## src/gas_pkg.sv

```systemverilog
`default_nettype none
package gas_pkg;

   // field widths
   localparam int CoordW  = 32;
   localparam int WeightW = 32;
   localparam int BandW   = 31;
   localparam int GapW    = CoordW + 1;
   localparam int SumW    = 66;
   localparam int RootW   = 35;
   localparam int AccW    = 96;
   localparam int OpbW    = 64;
   localparam int CntW    = 7;
   localparam int CsrIdxW = 2;

   // register indexes
   localparam logic [CsrIdxW-1:0] RegOwnWeight = 2'd0;
   localparam logic [CsrIdxW-1:0] RegGravScale = 2'd1;
   localparam logic [CsrIdxW-1:0] RegDeadBand  = 2'd2;

   // register reset values
   localparam logic [WeightW-1:0] OwnWeightRst = 32'h0001_0000;
   localparam logic [WeightW-1:0] GravScaleRst = 32'h0001_0000;
   localparam logic [BandW-1:0]   DeadBandRst  = 31'd655;

   // step counts for the shared unit
   localparam logic [CntW-1:0] StepsSquare = 7'd33;
   localparam logic [CntW-1:0] StepsSqrt   = 7'd35;
   localparam logic [CntW-1:0] StepsMul32  = 7'd32;
   localparam logic [CntW-1:0] StepsMulV   = 7'd17;
   localparam logic [CntW-1:0] StepsDivU   = 7'd49;
   localparam logic [CntW-1:0] StepsDivW   = 7'd80;
   localparam logic [CntW-1:0] StepsDivD   = 7'd96;

   // movement cap, 2^34
   localparam logic [RootW-1:0] MoveCap = 35'h4_0000_0000;

   typedef enum logic [1:0] {
      OP_MUL,
      OP_DIV,
      OP_SQRT
   } op_type;

   typedef enum logic [2:0] {
      ST_IDLE,
      ST_CHECK,
      ST_ISSUE,
      ST_WAIT,
      ST_APPLY,
      ST_DONE
   } state_type;

   typedef enum logic [3:0] {
      PH_SQ0,
      PH_SQ1,
      PH_SQ2,
      PH_SQRT,
      PH_MULM,
      PH_MULF,
      PH_DIVU,
      PH_MULV,
      PH_DIVW,
      PH_DIVD
   } phase_type;

   typedef struct packed {
      logic            start;
      op_type          op;
      logic [AccW-1:0] opa;
      logic [OpbW-1:0] opb;
      logic [CntW-1:0] steps;
   } unit_req_type;

   typedef struct packed {
      logic            done;
      logic [AccW-1:0] result;
   } unit_rsp_type;

   // magnitude of the gap between two coordinates
   function automatic logic [GapW-1:0] abs_gap(input logic [CoordW-1:0] o,
                                                input logic [CoordW-1:0] p);
      logic [GapW-1:0] g;
      begin
         g = {o[CoordW-1], o} - {p[CoordW-1], p};
         abs_gap = g[GapW-1] ? (~g + 33'd1) : g;
      end
   endfunction

endpackage
`default_nettype wire

```

## src/gas_if.sv

```systemverilog
`default_nettype none
interface gas_req_if;
   import gas_pkg::*;
   logic                      valid;
   logic                      ready;
   logic                      mode;
   logic signed [CoordW-1:0]  in_x;
   logic signed [CoordW-1:0]  in_y;
   logic signed [CoordW-1:0]  in_z;
   logic        [WeightW-1:0] other_weight;
   modport source (output valid, mode, in_x, in_y, in_z, other_weight, input ready);
   modport sink (input valid, mode, in_x, in_y, in_z, other_weight, output ready);
endinterface

interface gas_rsp_if;
   import gas_pkg::*;
   logic                     valid;
   logic                     ready;
   logic signed [CoordW-1:0] pos_x;
   logic signed [CoordW-1:0] pos_y;
   logic signed [CoordW-1:0] pos_z;
   logic                     clipped;
   modport source (output valid, pos_x, pos_y, pos_z, clipped, input ready);
   modport sink (input valid, pos_x, pos_y, pos_z, clipped, output ready);
endinterface

interface gas_csr_if;
   import gas_pkg::*;
   logic                  valid;
   logic                  ready;
   logic [CsrIdxW-1:0]    index;
   logic [WeightW-1:0]    data;
   modport source (output valid, index, data, input ready);
   modport sink (input valid, index, data, output ready);
endinterface
`default_nettype wire

```

## src/gas_unit.sv

```systemverilog
`default_nettype none
module gas_unit import gas_pkg::*; (
   input  wire logic         clock,
   input  wire logic         reset,
   input  wire unit_req_type ureq,
   output unit_rsp_type      ursp
);

   logic            busy_ff, busy_in;
   logic            done_ff, done_in;
   op_type          op_ff, op_in;
   logic [CntW-1:0] cnt_ff, cnt_in;
   logic [AccW-1:0] acc_ff, acc_in;
   logic [AccW-1:0] mc_ff, mc_in;
   logic [OpbW-1:0] mp_ff, mp_in;
   logic [RootW:0]  rem_ff, rem_in;
   logic [RootW-1:0] root_ff, root_in;
   logic [RootW-1:0] div_ff, div_in;

   logic [RootW:0]   div_sh;
   logic             div_ge;
   logic [RootW+2:0] sq_sh;
   logic [RootW+2:0] sq_trial;
   logic [RootW+2:0] sq_diff;
   logic             sq_ge;

   // one step of multiply, divide or square root
   always_comb begin
      busy_in = busy_ff;
      done_in = 1'b0;
      op_in   = op_ff;
      cnt_in  = cnt_ff;
      acc_in  = acc_ff;
      mc_in   = mc_ff;
      mp_in   = mp_ff;
      rem_in  = rem_ff;
      root_in = root_ff;
      div_in  = div_ff;

      div_sh   = {rem_ff[RootW-1:0], acc_ff[AccW-1]};
      div_ge   = div_sh >= {1'b0, div_ff};
      sq_sh    = {rem_ff, acc_ff[AccW-1 -: 2]};
      sq_trial = {1'b0, root_ff, 2'b01};
      sq_diff  = sq_sh - sq_trial;
      sq_ge    = sq_sh >= sq_trial;

      if (ureq.start) begin
         busy_in = 1'b1;
         op_in   = ureq.op;
         cnt_in  = ureq.steps;
         rem_in  = '0;
         root_in = '0;
         div_in  = ureq.opb[RootW-1:0];
         mc_in   = ureq.opa;
         mp_in   = ureq.opb;
         acc_in  = (ureq.op == OP_MUL) ? '0 : ureq.opa;
      end else if (busy_ff) begin
         cnt_in = cnt_ff - 7'd1;
         if (cnt_ff == 7'd1) begin
            busy_in = 1'b0;
            done_in = 1'b1;
         end
         case (op_ff)
            OP_MUL: begin
               acc_in = mp_ff[0] ? (acc_ff + mc_ff) : acc_ff;
               mc_in  = {mc_ff[AccW-2:0], 1'b0};
               mp_in  = {1'b0, mp_ff[OpbW-1:1]};
            end
            OP_DIV: begin
               rem_in = div_ge ? (div_sh - {1'b0, div_ff}) : div_sh;
               acc_in = {acc_ff[AccW-2:0], div_ge};
            end
            OP_SQRT: begin
               // remainder never exceeds twice the root
               rem_in  = sq_ge ? sq_diff[RootW:0] : sq_sh[RootW:0];
               root_in = {root_ff[RootW-2:0], sq_ge};
               acc_in  = {acc_ff[AccW-3:0], 2'b00};
            end
            default: begin
               busy_in = 1'b0;
            end
         endcase
      end
   end

   always_ff @(posedge clock) begin
      if (reset) begin
         busy_ff <= 1'b0;
         done_ff <= 1'b0;
      end else begin
         busy_ff <= busy_in;
         done_ff <= done_in;
      end
      op_ff   <= op_in;
      cnt_ff  <= cnt_in;
      acc_ff  <= acc_in;
      mc_ff   <= mc_in;
      mp_ff   <= mp_in;
      rem_ff  <= rem_in;
      root_ff <= root_in;
      div_ff  <= div_in;
   end

   // result selection
   always_comb begin
      ursp.done   = done_ff;
      ursp.result = (op_ff == OP_SQRT) ? {{(AccW-RootW){1'b0}}, root_ff} : acc_ff;
   end

endmodule
`default_nettype wire

```

## src/gravity_attraction_step_core.sv

```systemverilog
`default_nettype none
// channel   | dir | handshake     | beat contents
// req_chan  | in  | valid / ready | mode, in_x, in_y, in_z, other_weight
// rsp_chan  | out | valid / ready | pos_x, pos_y, pos_z, clipped
// csr_chan  | in  | valid / ready | index, data (always ready)
//
// a load item only sets the position; an attract item runs each axis outside
// the deadband through the one shared shift-add multiply / restoring divide / square root
// unit, which runs one bit (two for the root) per cycle. an axis inside the deadband is
// skipped. reset is synchronous, clears position and control and sets the registers
// to their reset values. a stalled result holds the block before idle.
module gravity_attraction_step_core import gas_pkg::*; (
   input wire logic clock,
   input wire logic reset,
   gas_req_if.sink   req_chan,
   gas_rsp_if.source rsp_chan,
   gas_csr_if.sink   csr_chan
);

   state_type state_ff, state_in;
   phase_type phase_ff, phase_in;
   logic [1:0] axis_ff, axis_in;
   logic [CoordW-1:0] pos_ff [3];
   logic [CoordW-1:0] pos_in [3];
   logic [CoordW-1:0] oth_ff [3];
   logic [CoordW-1:0] oth_in [3];
   logic [WeightW-1:0] ow_ff, ow_in;
   logic clip_ff, clip_in;
   logic [SumW-1:0]  s_ff, s_in;
   logic [RootW-1:0] r_ff, r_in;
   logic [47:0] m_ff, m_in;
   logic [63:0] f_ff, f_in;
   logic [16:0] u_ff, u_in;
   logic [63:0] v_ff, v_in;
   logic [79:0] w_ff, w_in;
   logic [RootW-1:0] d_ff, d_in;

   logic [WeightW-1:0] own_weight_ff;
   logic [WeightW-1:0] grav_scale_ff;
   logic [BandW-1:0]   dead_band_ff;

   logic rsp_valid_ff, rsp_valid_in;
   logic [CoordW-1:0] rsp_x_ff, rsp_y_ff, rsp_z_ff;
   logic rsp_clip_ff;
   logic rsp_load;

   unit_req_type ureq;
   unit_rsp_type ursp;

   logic [GapW-1:0] gap_abs [3];
   logic [GapW-1:0] a_cur;
   logic [GapW-1:0] sq_op;
   logic            gap_up;
   logic [GapW-1:0] gap_raw;
   logic [CoordW+3:0] moved;
   logic            big;

   gas_unit u_unit (
      .clock (clock),
      .reset (reset),
      .ureq  (ureq),
      .ursp  (ursp)
   );

   // gaps against the position as it stands now
   always_comb begin
      for (int i = 0; i < 3; i++) begin
         gap_abs[i] = abs_gap(oth_ff[i], pos_ff[i]);
      end
      a_cur   = gap_abs[axis_ff];
      gap_raw = {oth_ff[axis_ff][CoordW-1], oth_ff[axis_ff]}
              - {pos_ff[axis_ff][CoordW-1], pos_ff[axis_ff]};
      gap_up  = !gap_raw[GapW-1] && (gap_raw != '0);
      priority case (phase_ff)
         PH_SQ0:  sq_op = gap_abs[0];
         PH_SQ1:  sq_op = gap_abs[1];
         default: sq_op = gap_abs[2];
      endcase
      big   = (ursp.result[AccW-1:RootW] != '0) || (ursp.result[RootW-1:0] > MoveCap);
      moved = gap_up ? ({{4{pos_ff[axis_ff][CoordW-1]}}, pos_ff[axis_ff]} + {1'b0, d_ff})
                     : ({{4{pos_ff[axis_ff][CoordW-1]}}, pos_ff[axis_ff]} - {1'b0, d_ff});
   end

   // sequencer
   always_comb begin
      state_in = state_ff;
      phase_in = phase_ff;
      axis_in  = axis_ff;
      pos_in   = pos_ff;
      oth_in   = oth_ff;
      ow_in    = ow_ff;
      clip_in  = clip_ff;
      s_in     = s_ff;
      r_in     = r_ff;
      m_in     = m_ff;
      f_in     = f_ff;
      u_in     = u_ff;
      v_in     = v_ff;
      w_in     = w_ff;
      d_in     = d_ff;
      rsp_load = 1'b0;
      req_chan.ready = 1'b0;
      ureq = '{start: 1'b0, op: OP_MUL, opa: '0, opb: '0, steps: '0};

      unique case (state_ff)
         ST_IDLE: begin
            req_chan.ready = 1'b1;
            if (req_chan.valid) begin
               oth_in[0] = req_chan.in_x;
               oth_in[1] = req_chan.in_y;
               oth_in[2] = req_chan.in_z;
               ow_in     = req_chan.other_weight;
               clip_in   = 1'b0;
               axis_in   = 2'd0;
               if (!req_chan.mode) begin
                  pos_in[0] = req_chan.in_x;
                  pos_in[1] = req_chan.in_y;
                  pos_in[2] = req_chan.in_z;
                  state_in  = ST_DONE;
               end else begin
                  state_in = ST_CHECK;
               end
            end
         end
         ST_CHECK: begin
            if (a_cur < {2'b00, dead_band_ff}) begin
               if (axis_ff == 2'd2) begin
                  state_in = ST_DONE;
               end else begin
                  axis_in = axis_ff + 2'd1;
               end
            end else begin
               s_in     = '0;
               phase_in = PH_SQ0;
               state_in = ST_ISSUE;
            end
         end
         ST_ISSUE: begin
            ureq.start = 1'b1;
            state_in   = ST_WAIT;
            unique case (phase_ff)
               PH_SQ0, PH_SQ1, PH_SQ2: begin
                  ureq.op    = OP_MUL;
                  ureq.opa   = {{(AccW-GapW){1'b0}}, sq_op};
                  ureq.opb   = {{(OpbW-GapW){1'b0}}, sq_op};
                  ureq.steps = StepsSquare;
               end
               PH_SQRT: begin
                  ureq.op    = OP_SQRT;
                  ureq.opa   = {4'b0000, s_ff, 26'd0};
                  ureq.steps = StepsSqrt;
               end
               PH_MULM: begin
                  ureq.opa   = {64'd0, own_weight_ff};
                  ureq.opb   = {32'd0, ow_ff};
                  ureq.steps = StepsMul32;
               end
               PH_MULF: begin
                  ureq.opa   = {48'd0, m_ff};
                  ureq.opb   = {32'd0, grav_scale_ff};
                  ureq.steps = StepsMul32;
               end
               PH_DIVU: begin
                  ureq.op    = OP_DIV;
                  ureq.opa   = {a_cur, 63'd0};
                  ureq.opb   = {{(OpbW-RootW){1'b0}}, r_ff};
                  ureq.steps = StepsDivU;
               end
               PH_MULV: begin
                  ureq.opa   = {32'd0, f_ff};
                  ureq.opb   = {47'd0, u_ff};
                  ureq.steps = StepsMulV;
               end
               PH_DIVW: begin
                  ureq.op    = OP_DIV;
                  ureq.opa   = {v_ff, 32'd0};
                  ureq.opb   = {{(OpbW-RootW){1'b0}}, r_ff};
                  ureq.steps = StepsDivW;
               end
               PH_DIVD: begin
                  ureq.op    = OP_DIV;
                  ureq.opa   = {w_ff, 16'd0};
                  ureq.opb   = {{(OpbW-RootW){1'b0}}, r_ff};
                  ureq.steps = StepsDivD;
               end
               default: begin
                  ureq.start = 1'b0;
                  state_in   = ST_DONE;
               end
            endcase
         end
         ST_WAIT: begin
            if (ursp.done) begin
               state_in = ST_ISSUE;
               unique case (phase_ff)
                  PH_SQ0: begin
                     s_in     = s_ff + ursp.result[SumW-1:0];
                     phase_in = PH_SQ1;
                  end
                  PH_SQ1: begin
                     s_in     = s_ff + ursp.result[SumW-1:0];
                     phase_in = PH_SQ2;
                  end
                  PH_SQ2: begin
                     s_in     = s_ff + ursp.result[SumW-1:0];
                     phase_in = PH_SQRT;
                  end
                  PH_SQRT: begin
                     r_in     = ursp.result[RootW-1:0];
                     phase_in = PH_MULM;
                     // zero distance leaves the axis alone
                     if (ursp.result[RootW-1:0] == '0) begin
                        if (axis_ff == 2'd2) begin
                           state_in = ST_DONE;
                        end else begin
                           axis_in  = axis_ff + 2'd1;
                           state_in = ST_CHECK;
                        end
                     end
                  end
                  PH_MULM: begin
                     m_in     = ursp.result[63:16];
                     phase_in = PH_MULF;
                  end
                  PH_MULF: begin
                     f_in     = ursp.result[79:16];
                     phase_in = PH_DIVU;
                  end
                  PH_DIVU: begin
                     u_in     = ursp.result[16:0];
                     phase_in = PH_MULV;
                  end
                  PH_MULV: begin
                     v_in     = ursp.result[79:16];
                     phase_in = PH_DIVW;
                  end
                  PH_DIVW: begin
                     w_in     = ursp.result[79:0];
                     phase_in = PH_DIVD;
                  end
                  PH_DIVD: begin
                     d_in     = big ? MoveCap : ursp.result[RootW-1:0];
                     state_in = ST_APPLY;
                  end
                  default: begin
                     state_in = ST_DONE;
                  end
               endcase
            end
         end
         ST_APPLY: begin
            // saturate to the signed 32-bit range
            if (!moved[CoordW+3] && (moved[CoordW+2:CoordW-1] != 4'h0)) begin
               pos_in[axis_ff] = 32'h7FFF_FFFF;
               clip_in         = 1'b1;
            end else if (moved[CoordW+3] && (moved[CoordW+2:CoordW-1] != 4'hF)) begin
               pos_in[axis_ff] = 32'h8000_0000;
               clip_in         = 1'b1;
            end else begin
               pos_in[axis_ff] = moved[CoordW-1:0];
            end
            if (axis_ff == 2'd2) begin
               state_in = ST_DONE;
            end else begin
               axis_in  = axis_ff + 2'd1;
               state_in = ST_CHECK;
            end
         end
         ST_DONE: begin
            if (!rsp_valid_ff || rsp_chan.ready) begin
               rsp_load = 1'b1;
               state_in = ST_IDLE;
            end
         end
         default: begin
            state_in = ST_IDLE;
         end
      endcase
   end

   always_ff @(posedge clock) begin
      if (reset) begin
         state_ff <= ST_IDLE;
         phase_ff <= PH_SQ0;
         axis_ff  <= 2'd0;
         for (int i = 0; i < 3; i++) begin
            pos_ff[i] <= '0;
         end
      end else begin
         state_ff <= state_in;
         phase_ff <= phase_in;
         axis_ff  <= axis_in;
         pos_ff   <= pos_in;
      end
      oth_ff  <= oth_in;
      ow_ff   <= ow_in;
      clip_ff <= clip_in;
      s_ff    <= s_in;
      r_ff    <= r_in;
      m_ff    <= m_in;
      f_ff    <= f_in;
      u_ff    <= u_in;
      v_ff    <= v_in;
      w_ff    <= w_in;
      d_ff    <= d_in;
   end

   // register writes
   assign csr_chan.ready = 1'b1;

   always_ff @(posedge clock) begin
      if (reset) begin
         own_weight_ff <= OwnWeightRst;
         grav_scale_ff <= GravScaleRst;
         dead_band_ff  <= DeadBandRst;
      end else if (csr_chan.valid) begin
         if (csr_chan.index == RegOwnWeight) begin
            own_weight_ff <= csr_chan.data;
         end
         if (csr_chan.index == RegGravScale) begin
            grav_scale_ff <= csr_chan.data;
         end
         if (csr_chan.index == RegDeadBand) begin
            dead_band_ff <= csr_chan.data[BandW-1:0];
         end
      end
   end

   // output register
   assign rsp_valid_in = rsp_load || (rsp_valid_ff && !rsp_chan.ready);

   always_ff @(posedge clock) begin
      if (reset) begin
         rsp_valid_ff <= 1'b0;
      end else begin
         rsp_valid_ff <= rsp_valid_in;
      end
      if (rsp_load) begin
         rsp_x_ff    <= pos_ff[0];
         rsp_y_ff    <= pos_ff[1];
         rsp_z_ff    <= pos_ff[2];
         rsp_clip_ff <= clip_ff;
      end
   end

   assign rsp_chan.valid   = rsp_valid_ff;
   assign rsp_chan.pos_x   = rsp_x_ff;
   assign rsp_chan.pos_y   = rsp_y_ff;
   assign rsp_chan.pos_z   = rsp_z_ff;
   assign rsp_chan.clipped = rsp_clip_ff;

endmodule
`default_nettype wire

```

## src/flat_wrapper.sv

```systemverilog
// flat-port wrapper written by rule: the top's interface ports become plain ports
module gravity_attraction_step_core_flat import gas_pkg::*;
  (clock, reset, req_chan_valid, req_chan_mode, req_chan_in_x, req_chan_in_y, req_chan_in_z, req_chan_other_weight, req_chan_ready, rsp_chan_valid, rsp_chan_pos_x, rsp_chan_pos_y, rsp_chan_pos_z, rsp_chan_clipped, rsp_chan_ready, csr_chan_valid, csr_chan_index, csr_chan_data, csr_chan_ready);
  gas_req_if req_chan_i ();
  gas_rsp_if rsp_chan_i ();
  gas_csr_if csr_chan_i ();
  input wire logic clock;
  input wire logic reset;
  input wire logic [$bits(req_chan_i.valid)-1:0] req_chan_valid;
  input wire logic [$bits(req_chan_i.mode)-1:0] req_chan_mode;
  input wire logic [$bits(req_chan_i.in_x)-1:0] req_chan_in_x;
  input wire logic [$bits(req_chan_i.in_y)-1:0] req_chan_in_y;
  input wire logic [$bits(req_chan_i.in_z)-1:0] req_chan_in_z;
  input wire logic [$bits(req_chan_i.other_weight)-1:0] req_chan_other_weight;
  output wire logic [$bits(req_chan_i.ready)-1:0] req_chan_ready;
  output wire logic [$bits(rsp_chan_i.valid)-1:0] rsp_chan_valid;
  output wire logic [$bits(rsp_chan_i.pos_x)-1:0] rsp_chan_pos_x;
  output wire logic [$bits(rsp_chan_i.pos_y)-1:0] rsp_chan_pos_y;
  output wire logic [$bits(rsp_chan_i.pos_z)-1:0] rsp_chan_pos_z;
  output wire logic [$bits(rsp_chan_i.clipped)-1:0] rsp_chan_clipped;
  input wire logic [$bits(rsp_chan_i.ready)-1:0] rsp_chan_ready;
  input wire logic [$bits(csr_chan_i.valid)-1:0] csr_chan_valid;
  input wire logic [$bits(csr_chan_i.index)-1:0] csr_chan_index;
  input wire logic [$bits(csr_chan_i.data)-1:0] csr_chan_data;
  output wire logic [$bits(csr_chan_i.ready)-1:0] csr_chan_ready;
  assign req_chan_i.valid = req_chan_valid;
  assign req_chan_i.mode = req_chan_mode;
  assign req_chan_i.in_x = req_chan_in_x;
  assign req_chan_i.in_y = req_chan_in_y;
  assign req_chan_i.in_z = req_chan_in_z;
  assign req_chan_i.other_weight = req_chan_other_weight;
  assign req_chan_ready = req_chan_i.ready;
  assign rsp_chan_valid = rsp_chan_i.valid;
  assign rsp_chan_pos_x = rsp_chan_i.pos_x;
  assign rsp_chan_pos_y = rsp_chan_i.pos_y;
  assign rsp_chan_pos_z = rsp_chan_i.pos_z;
  assign rsp_chan_clipped = rsp_chan_i.clipped;
  assign rsp_chan_i.ready = rsp_chan_ready;
  assign csr_chan_i.valid = csr_chan_valid;
  assign csr_chan_i.index = csr_chan_index;
  assign csr_chan_i.data = csr_chan_data;
  assign csr_chan_ready = csr_chan_i.ready;
  gravity_attraction_step_core u_core (.clock(clock), .reset(reset), .req_chan(req_chan_i), .rsp_chan(rsp_chan_i), .csr_chan(csr_chan_i));
endmodule
```

## config.mk

```make
export PLATFORM = sky130hd
export DESIGN_NAME = gravity_attraction_step_core_flat
export DESIGN_NICKNAME = d
export VERILOG_FILES = /design/src/gas_pkg.sv /design/src/gas_if.sv /design/src/gas_unit.sv /design/src/gravity_attraction_step_core.sv /design/src/flat_wrapper.sv
export SDC_FILE = /design/constraint.sdc
export NUM_CORES = 2
export LEC_CHECK = 0
export BUFFER_PORTS_ARGS = -buffer_cell sky130_fd_sc_hd__clkbuf_2
export CELL_PAD_IN_SITES_DETAIL_PLACEMENT = 0
export CELL_PAD_IN_SITES_GLOBAL_PLACEMENT = 1
export CORE_ASPECT_RATIO = 0.5
export CORE_MARGIN = 8
export CORE_UTILIZATION = 53
export CTS_CLUSTER_DIAMETER = 120
export DETAILED_ROUTE_END_ITERATION = 7
export PLACE_DENSITY_LB_ADDON = 0.3
export SETUP_SLACK_MARGIN = 0.02
export SLEW_MARGIN = 5
export SYNTH_ARGS = -nofsm -noshare
export SYNTH_HDL_FRONTEND = slang
export SYNTH_SLANG_ARGS = --single-unit
export TNS_END_PERCENT = 50
```

## constraint.sdc

```tcl
create_clock -name clock -period 21 [get_ports clock]
set_input_delay 1.05 -clock clock [delete_from_list [all_inputs] [get_ports clock]]
set_output_delay 1.05 -clock clock [all_outputs]
set_load 0.02 [all_outputs]
```

# Word level (Yosys, flattened, before mapping)
# Cells that the tools add are included.
[word_totals] regBits=1209 latchBits=0 ram_bits=0 mem_bits_ro=0 in_bits=168 output_inout_bits=100 memories=0
[classes] n_addsub=15 n_mul=0 div_mod_pow=0 order_cmp=6 n_eq_ne=34 shift=0 n_mux=83 bitwise=11 n_reduce_logical=56
[ops] op="$mux 96" count=12
[ops] op="$pmux 96 s8" count=1
[ops] op="$pmux 96 s3" count=1
[ops] op="$mux 66" count=3
[ops] op="$mux 64" count=3
[ops] op="$pmux 96 s2" count=1
[ops] op="$pmux 35 s5" count=1
[ops] op="$mux 170" count=1
[ops] op="$mux 33" count=5
[ops] op="$mux 32" count=5
[ops] op="$pmux 66 s2" count=1
[ops] op="$sub 32x32->33" count=4
[ops] op="$bmux 32 s2" count=2
[ops] op="$mux 36" count=3
[ops] op="$add 33x1->33 const B" count=3
[ops] op="$not 33->33" count=3
[ops] op="$add 96x96->96" count=1
[ops] op="$bwmux 96" count=1
[ops] op="$and 93x93->93" count=1
[ops] op="$not 93->93" count=1
[ops] op="$or 93x93->93" count=1
[ops] op="$pmux 36 s2" count=1
[ops] op="$sub 36x35->36" count=2
[ops] op="$add 66x66->66" count=1
[ops] op="other kinds (66)" count=147

# Depth between registers and ports, before layout
[depth] depth_word=13 depth_mapped=40 mapped_depth_nobuf=33

# Cells and area by module
# A second synthesis with hierarchy kept.
[unflattened] hier_cells=8560 area_unflattened_um2=79935.4
[by_module_without_submodules] mod="gravity_attraction_step_core" n_inst=1 cells_per_inst=5469 area_per_inst_um2=52140.0
[by_module_without_submodules] mod="gas_unit" n_inst=1 cells_per_inst=3091 area_per_inst_um2=27795.4

# Least setup slack after synthesis
# OpenSTA, ideal clock, no wires.
[synth_path] path_kind="input port to flip-flop" startpoint="input port req_chan_valid" endpoint="register u_core.oth_ff[0] in the netlist's numbering, enable pin" arrival_ns=9.762 slack_ns=10.466 stages=2 path_cell_list="inv_1 -> nor3_1"
[synth_between] elab_chain_cells=1
[synth_lines] item="from (decl)" line="flat_wrapper.sv:9" text="input wire logic [$bits(req_chan_i.valid)-1:0] req_chan_valid;"
[synth_lines] item="$reduce_and 2->1 (no line)"
[synth_lines] item="to (signal assigned)" line="gravity_attraction_step_core.sv:295" text="oth_ff <= oth_in;"
[synth_lines] item="to (decl)" line="gravity_attraction_step_core.sv:25" text="logic [CoordW-1:0] oth_ff [3];"
# No other way between the ends.
# A chain may end at the register's enable or synchronous reset.

# Final worst setup path
[layout_path] startpoint="register u_core.axis_ff[1]" endpoint="register u_core.pos_ff[51] in the netlist's numbering"
[layout_between] elab_chain_cells=13 elab_cells_between_ends=31 cone_classes="add/sub (3); order compare (2); eq/ne (1); mux (13); bitwise (4); reduce/logical (8)"
[layout_lines] item="from (decl)" line="gravity_attraction_step_core.sv:22" text="logic [1:0] axis_ff, axis_in;"
[layout_lines] item="from (signal assigned)" line="gravity_attraction_step_core.sv:292" text="axis_ff <= axis_in;"
[layout_lines] item="$not 2->3 (not written as such) (*)"
[layout_lines] item="$bmux 32 s2 (on tied branches)"
[layout_lines] item="$mux 32 (on tied branches) (2 in a row)"
[layout_lines] item="$sub 32x32->33" line="gravity_attraction_step_core.sv:72" text="- {pos_ff[axis_ff][CoordW-1], pos_ff[axis_ff]};"
[layout_lines] item="$reduce_bool 33->1 or $logic_not 1->1 (tied branches)" line="gravity_attraction_step_core.sv:73" text="gap_up = !gap_raw[GapW-1] && (gap_raw != '0);"
[layout_lines] item="$logic_and 1x1->1" line="gravity_attraction_step_core.sv:73"
[layout_lines] item="$mux 36" line="gravity_attraction_step_core.sv:80" text="moved = gap_up ? ({{4{pos_ff[axis_ff][CoordW-1]}}, pos_ff[axis_ff]} + {1'b0, d_ff})"
[layout_lines] item="$ne 4x4->1" line="gravity_attraction_step_core.sv:256" text="end else if (moved[CoordW+3] && (moved[CoordW+2:CoordW-1] != 4'hF)) begin"
[layout_lines] item="$logic_and 1x1->1" line="gravity_attraction_step_core.sv:256"
[layout_lines] item="$mux 96" line="gravity_attraction_step_core.sv:256"
[layout_lines] item="$mux 96 (*)" line="gravity_attraction_step_core.sv:253" text="if (!moved[CoordW+3] && (moved[CoordW+2:CoordW-1] != 4'h0)) begin"
[layout_lines] item="$pmux 96 s2 (*)" line="gravity_attraction_step_core.sv:105" text="unique case (state_ff)"
[layout_lines] item="to (signal assigned)" line="gravity_attraction_step_core.sv:293" text="pos_ff <= pos_in;"
[layout_lines] item="to (decl)" line="gravity_attraction_step_core.sv:23" text="logic [CoordW-1:0] pos_ff [3];"
# Every way passes the cells marked *; elsewhere a longest branch is shown, timed or not. The select of a mux whose other input is x is not followed.

==> results by group <==
Outcome
  – Status: complete, but fails checks
  – Failing checks: DRC, capacitance limit

Floorplan
  – Die footprint: 160000 sq um
  – Site Rows: 99
  – I/O pin cnt: 268
  – Core Box Area: 146000 sq um
  – Die height: 287 um
  – Die width: 557 um
  – Initial Util: 0.533

Timing
  – Final Hold Viols: 0
  – Max-slew headroom: 0.00553
  – Slew at the pin closest to its max-slew limit: 1.49 ns
  – Final setup margin: 8.70 ns
  – Final slew viol count: 0
  – RSZ-0062 raised after global routing: false
  – Final setup vio count: 0
  – Minimum clock period: 12.30 ns
  – Final setup TNS: 0 ns
  – Clock skew: 0.0742 ns
  – Fmax: 81.3 MHz
  – Fin crit share: 0.586
  – WHS: 0.435 ns

Cells and area
  – Area grow syn2layout: 9.11%
  – Fraction of layout instances using a drive strength above 1: 0.0901
  – Layout Nets: 9120
  – Most common cell after layout, fill and taps aside: nand2_1
  – Fin area: 84600 sq um
  – Filler Cells Inserted: 13000
  – Most frequent cells in the layout: 932 x nand2_1, 906 x edfxtp_1, 693 x a21oi_1, 665 x nor2_1, 593 x o21ai_0

Drt
  – Final antenna-violating net count: 0
  – DRC Markers: 1
  – WL/cell: 31.8 um
  – Via/cell ratio: 6.81
  – DR vias: 72100
  – First-pass DRT Iterations: 8
  – DRT Wirelength: 337 mm
  – Starting DRT DRC Count: 10900

Place
  – Post-DP Area: 81000 sq um
  – GP Congestion: 1.06
  – Dpl hpwl: 259 mm
  – Worst slack, placed: 9.08 ns
  – Port bufs: 266

Power
  – Tot Pwr: 0.0163 W
  – Worst IR Drop VDD: 0.219 mV
  – Pleak: 31.7 nW
  – PwrDens: 193 nW/um^2

Run
  – Max-Cap Viols: 1

Min path
  – HP Class: register to register

Synth
  – Ys async rst share: 0
  – Post-synthesis xor/xnor area fraction: 0.0460
  – Synthesized area per cell: 9.18 sq um
  – Adder-cell share of the synthesized area: 0.0727
  – Yosys cell types: 112
  – Largest family of logic cells by synthesized area: compound AO/OA/AOI/OAI gates
  – Ys flop type: edfxtp_1
  – Synth Instances: 8447
  – Mapped Area: 77600 sq um
  – Syn nets: 9061
  – Post-synth EDFFs: 906
  – Top post-synthesis cells by area: edfxtp_1 35%, dfxtp_1 7.1%, ha_1 7.1%
  – Mux cell area share after synthesis: 0.0250
  – Synth warn: 0
  – Register area share after synthesis: 0.421
  – Yosys reg bits: 1180
  – Share of the synthesized area in the top cell type: 0.351
  – Synth Area in Compound Gates: 0.240
  – Simple-gate share of the synthesized area: 0.150
  – Yosys top cell by area: edfxtp_1

Setup path
  – CP peak stage delay: 0.94 ns
  – Max FO, Critical Path: 43
  – CP endpoint kind: register
  – WP data required: 21.68 ns
  – Critical-path top delay cell: nor2_4
  – CP Class: register to register
  – CP startpoint kind: register
  – Worst EP arrival: 12.97 ns

Clocking
  – H-tree depth: 3
  – Skew-Pair Late Insertion Delay: 0.78 ns
  – Hold buffers post-CTS: 0
  – CTS tree: built
  – Clk buf depth: 3
  – Post-CTS Resized: 0
  – CTS Root Cell: clkbuf_16
  – Post-CTS setup buffers: 0
  – Clk sinks: 1180
  – Clock-pin slew on the worst setup and hold paths: 0.07 ns
  – CTS buffer count: 107

Global route
  – Global-route wire length before repair: 472 mm
  – Vias in the first global route: 65300
  – Overall overflow remaining after global route: 0
  – Antenna violations before repair: 27
  – Pin count of the biggest net entering global routing: 129
  – Total track usage: 0.402
[metal layers]
metal  global-route usage  routed length [um]
met1                0.532              131000
met2                0.600              142000
met3                0.112               42500
met4                0.211               21300
met5                    0                 131
[cells by family (layout without fill, tap and decap cells)]
family | after synthesis | after routing
AOI/OAI and AO/OA | 2817 | 2817
muxes | 192 | 192
buffers and inverters | 899 | 1052
other | 1 | 15
and+or+nand+nor | 2505 | 2505
adders and majority gates | 446 | 446
DFF | 1180 | 1180
xor gates and xnor gates | 407 | 407
[synthesized netlist by cell type, types with 18 or more instances]
cell type  count
nor2b_1      105
or3_1         38
and3_1        66
o21a_1        89
nor3_1       122
ha_1         438
o21ai_0      598
a222oi_1      71
nand4_1       92
a31oi_1       94
and2_1        64
xnor2_1      253
clkbuf_1     394
o31ai_1       42
inv_1        419
nand2_1      936
buf_1         43
a21oi_1      697
nand3_1      126
o21ai_1       98
edfxtp_1     906
a221o_1       54
nand2b_1      68
o21bai_1      49
a21o_1       272
a211oi_1      76
o22ai_1       67
nor4_1        59
xor2_1       154
o41ai_1       19
a21boi_0      25
or2_2         37
dfxtp_1      274
a22oi_1       43
nand3b_1      27
a221oi_1     187
or4_1         18
buf_2         26
a211o_1       24
nor2_1       671
o211ai_1      66
mux2i_1      176
[final timing paths]
path | end | slack (ns) | cells after the start | start
max | u_core.pos_ff[51] | 8.70 | 33 | u_core.axis_ff[1]
min reg2reg | u_core.rsp_chan.clipped | 0.43 | 0 | u_core.clip_ff
min | u_core.rsp_chan.clipped | 0.43 | 0 | u_core.clip_ff
max reg2reg | u_core.pos_ff[51] | 8.70 | 33 | u_core.axis_ff[1]
[through the flow]
stage / util / std cells
detailed placement: 0.556 / 10400
CTS: 0.581 / 10600
finish: 0.582 / 10600
global route: 0.581 / 10600
global placement: 0.556 / 10400
floorplan: - / 8447
[report_power, final]
group / internal (W) / total, W / leakage, nW / switching, W
combinational: 0.00331 / 0.0106 / 19.4 / 0.00731
sequential: 0.00313 / 0.00362 / 10.5 / 0.000491
clock: 0.00109 / 0.00209 / 1.75 / 0.000997
total: 0.00754 / 0.0163 / 31.7 / 0.00880
[flip-flops by register name (all words and copies together) (netlist names), 36 cells and up]
register              flops
u_core.u_unit.acc_ff     96
u_core.u_unit.mc_ff      96
u_core.w_ff              80
u_core.m_ff              48
u_core.oth_ff            96
u_core.s_ff              66
u_core.u_unit.rem_ff     36
u_core.v_ff              64
u_core.f_ff              64
u_core.pos_ff            96
[layout make-up]
class                           count  area (sq um)  share of cell area
Sequential cell                  1180         32700               0.386
Tap cell                         1969          2460              0.0291
Inverter                          421          1590              0.0188
Antenna cell                       14          35.0            0.000414
Clock buffer                      133          2890              0.0341
Multi-Input combinational cell   6368         41700               0.492
Timing Repair Buffer              428          2560              0.0303
Clock inverter                     70           747             0.00882
[critical path, delay by kind of cell (launching register included)]
family	cells	cell delay, ns
XOR/XNOR	1	0.15
AND/OR/NAND/NOR	11	4.43
flip-flops	1	0.68
AO/OA/AOI/OAI	15	4.35
buffers and inverters	4	1.61
adder cells (fa/ha/maj)	2	0.83
Power figures use the tool's default switching activity.
